### src/edtr_ram.sv
// Generic single-write, single-read RAM with a registered read port.
module edtr_ram #(
   parameter int WIDTH = 8,
   parameter int DEPTH = 32
) (
   input  logic                     clock,
   input  logic                     we,
   input  logic [$clog2(DEPTH)-1:0] waddr,
   input  logic [WIDTH-1:0]         wdata,
   input  logic [$clog2(DEPTH)-1:0] raddr,
   output logic [WIDTH-1:0]         rdata
);

   logic [WIDTH-1:0] mem_ff [DEPTH];
   logic [WIDTH-1:0] rdata_ff;

   always_ff @(posedge clock) begin
      if (we) begin
         mem_ff[waddr] <= wdata;
      end
      rdata_ff <= mem_ff[raddr];
   end

   assign rdata = rdata_ff;

endmodule

### config.mk
export PLATFORM = sky130hd
export DESIGN_NAME = edtr_ram
export DESIGN_NICKNAME = d
export VERILOG_FILES = /design/src/edtr_ram.sv
export SDC_FILE = /design/constraint.sdc
export NUM_CORES = 1
export LEC_CHECK = 0
export BUFFER_PORTS_ARGS = -buffer_cell sky130_fd_sc_hd__buf_2
export CAP_MARGIN = 10
export CORE_AREA = 2 2 137 173
export DETAILED_ROUTE_END_ITERATION = 16
export DIE_AREA = 0 0 139 175
export PLACE_DENSITY = 0.64
export SLEW_MARGIN = 30
export SYNTH_ARGS = -nofsm -noshare
export SYNTH_HDL_FRONTEND = slang
export SYNTH_SLANG_ARGS = --single-unit
### constraint.sdc
create_clock -name clock -period 3.2 [get_ports clock]
set_clock_uncertainty 0.15 [all_clocks]
set_input_delay 0.48 -clock clock [delete_from_list [all_inputs] [get_ports clock]]
set_output_delay 0.48 -clock clock [all_outputs]
set_load 0.03 [all_outputs]
==> results <==
- Final hold analysis gives a worst-case slack of just under 300 ps.
- The cell area reported after detailed placement is 10650 sq um.
- From bottom edge to top edge, the die measures 175 um.
- For this run, the total global-route usage over all layers was measured as 0.1731.
- The count of buffers added on input and output ports is 27.
- The first detailed-routing pass ran for 4 iterations.
- Walking the worst path, the cells encountered are buf_4 > buf_12 > mux4_2 > mux4_2 > mux2_2.
- The post-synth design cell area is 10050 sq um.
- The net count after synthesis is roughly 440.
- At the pin with the least slew margin, the transition time is 888.2 ps.
- The number of standard cells in the layout, taps in and fillers out is around 770.
- The synthesized design contains 264 register bits.
- The most frequently used cell type in the post-synthesis netlist is sky130_fd_sc_hd__edfxtp_1.
- The critical path data required time is 3440 ps.
- The async set-or-reset flop fraction in the synthesized netlist is 0.
- The total number of H-tree levels is 1.
- The area used by multi-input combinational logic is 2100 sq um.
- Of the cells placed in the final design, the portion with a size suffix greater than 1 is 0.3546.
- The number of pins with negative max-slew slack in the final report is 0.
- The die covers 24330 sq um.
- The violation count after the first detailed-routing iteration is about 440.
- The final hold violation count is 0.
- The number of unique standard cell types used by synthesis is 15.
- The residual overflow from global routing is 0.
- The total core area is between 20000 and 25000 sq um.
- The final layout contains 491 nets.
- The CTS clock-pin slew for the worst setup and hold paths is 70 ps.
- The highest clock rate is between 400 and 500 MHz.
- The share of synthesized area in the top cell type comes to 0.7647.
- Along the worst path, the maximum fanout reaches 29.
- The standard-cell row count is 62.
- The worst pin sits at a relative slew slack of 0.4057.
- Setup violations remaining at the end of the flow were counted as 0.
- The initial core utilization is 0.4438.
- The run finished with clean final reports.
- The critical path is of the input port to flip-flop type.
- After technology mapping, the gate count stands at 417.
- The number of antenna violations at the first check in global routing is 0.
- The total power density per cell area is around 610 nW/um^2.
- The count of inserted antenna diode cells is 0.
- The per-cell via count in the routed design is 5.722.
- The predominant post-synthesis flop cell is sky130_fd_sc_hd__edfxtp_1.
- The number of buffers inserted by post-CTS setup repair is 0.
- The number of remaining DRC errors is 0.
- The count of filler cells inserted in the layout is 1787.
- STA classifies the critical path endpoint as a flip-flop.
- In this run the clock root is driven by a sky130_fd_sc_hd__clkbuf_16.
- The clock latency at the later pin of the worst-skew pair is between 500 and 600 ps.
- By area the synthesized netlist is led by sky130_fd_sc_hd__edfxtp_1 (76%), sky130_fd_sc_hd__mux4_2 (18%), sky130_fd_sc_hd__dfxtp_1 (1.6%), sky130_fd_sc_hd__nor2_1 (1.2%), sky130_fd_sc_hd__mux2_2 (0.90%).
- The register-to-register path setup slack is 1230 ps.
- The power consumption is slightly below 0.007 W.
- In this run, post-CTS repair resized a total of 0 instances.
- Summed over all cells, the static leakage comes to 3.560 nW.
- Counting stages on the worst path, the most repeated cell is sky130_fd_sc_hd__mux4_2.
- From left edge to right edge, the die measures 139 um.
- In this design, the stage delay of the slowest critical-path cell is 550 ps.
- In this run, placement finished with an instance count of 734.
- The worst hold path belongs to the class input port to flip-flop.
- Summed over all instances, the cell type with the most area after synthesis is sky130_fd_sc_hd__edfxtp_1.
- In the final timing run, aggregate negative setup slack is 0 ps.
- The total number of vias is between 4000 and 5000.
- The clock passes through at most 3 buffers.
- TritonCTS created 23 clock buffers.
- In this run the remaining antenna-violating nets after routing total 0.
- The total routed wirelength is 20770 um.
- The minimum clock period after layout is about 2100 ps.
- The proportion of synthesized chip area in sequential cells is 0.7806.
- The post-synthesis to final-layout area growth is 13.15%.
- The register area is 7848 sq um.
- The total buffers and inverters traversed by the critical path is 2.
- TritonCTS built the clock tree.
- Routability-driven placement finished with a final weighted congestion of 0.7788.
- The number of synthesized flops with an enable pin is 256.
- Ranked by instance count, the synthesized netlist is headed by sky130_fd_sc_hd__edfxtp_1 (256), sky130_fd_sc_hd__mux4_2 (80), sky130_fd_sc_hd__nor2_1 (33), sky130_fd_sc_hd__dfxtp_1 (8), sky130_fd_sc_hd__mux2_2 (8).
- The wire length per cell is 26.87 um.
- In the finished design, the share of the clock period the worst path needs comes to 0.6674.
- The tool flagged a number of max-cap violations equal to 0.
- The number of sinks driven by the clock tree is 264.
- The gate family responsible for the most delay along the worst path is multiplexers.
- The worst setup path is launched from an input port.
- The average instance area after synthesis is 24.11 sq um.
- Entering global routing, the biggest net connects 65 pins.
- In this run, post-CTS hold repair placed 0 buffers.
- Pin placement for this block handled 28 I/O pins.
- Among all stages on the critical path, the largest delay is contributed by sky130_fd_sc_hd__mux4_2.
- During synthesis, Yosys emitted a total of 0 warnings.
- Setup repair after global routing left no endpoint under its margin.
- The HPWL after detailed placement is 13000 um.
- The arrival time at the worst endpoint is 2380 ps.
- The post-route standard cell area excluding fillers is 11380 sq um.
- The wire length of the first global-routing pass is approximately 31000 um.
- VDD sags by at most ~300 uV.
- The via count of the first global-routing pass is around 4600.
layout make-up:
| class | count | area share |
|---|---|---|
| Clock inverter | 13 | 0.01243 |
| Multi-Input combinational cell | 133 | 0.1846 |
| Clock buffer | 26 | 0.05158 |
| Sequential cell | 264 | 0.6898 |
| Tap cell | 288 | 0.03168 |
| Timing Repair Buffer | 49 | 0.02992 |
sequential cells by signal, summed over array words and instances (netlist names):
register and cells:
mem_ff 256, rdata 8
worst register-to-register path: cells and delay by family (launching register included):
family / cells / cell delay [ps]
mux: 3 / 1360
flops: 1 / 360
power by group:
part,switching [W],internal [W]
logic,0.000223,0.000160
registers,0.0000213,0.00384
clock network,0.00115,0.00156
cells by family after synthesis:
group | share of synthesized area
buffers and inverters | 0.01058
muxes | 0.1882
DFF | 0.7806
and+or+nand+nor | 0.02066
path summary, 6_finish.rpt:
kind | start | end | depth (start not counted)
worst max-delay path | raddr[0] | rdata[2]$_DFF_P_ | 5
worst max register to register | mem_ff[5][3]$_DFFE_PP_ | rdata[3]$_DFF_P_ | 3
worst min-delay path | raddr[3] | rdata[7]$_DFF_P_ | 2
worst min register to register | mem_ff[28][7]$_DFFE_PP_ | rdata[7]$_DFF_P_ | 3
cell usage in the layout, fill, tap and decap left out, drive strengths merged, types with 2 or more instances in the layout:
cell type | Yosys | final
nand3 | 2 | 2
nand3b | 5 | 5
bufinv | 0 | 3
clkinv | 0 | 9
mux4 | 80 | 80
edfxtp | 256 | 256
dfxtp | 8 | 8
mux2 | 8 | 8
buf | 14 | 49
or3b | 3 | 3
nor2 | 33 | 33
clkbuf | 6 | 26
metrics by stage:
stage	utilization	worst slack, ps
after global routing	0.5022	982.8
final	0.5022	1064
after detailed placement	0.4701	517.9
after CTS	0.5022	1046
after global placement	0.4701	518.0
after floorplan	-	767.6
routing by layer:
layer / wire length, um / global-route usage
met1: 8450 / 0.2415
met2: 10780 / 0.2931
met3: 1175 / 0.02384
met4: 368 / 0.04251
met5: 0 / 0
Note: power is estimated with default switching activity, not from simulation.
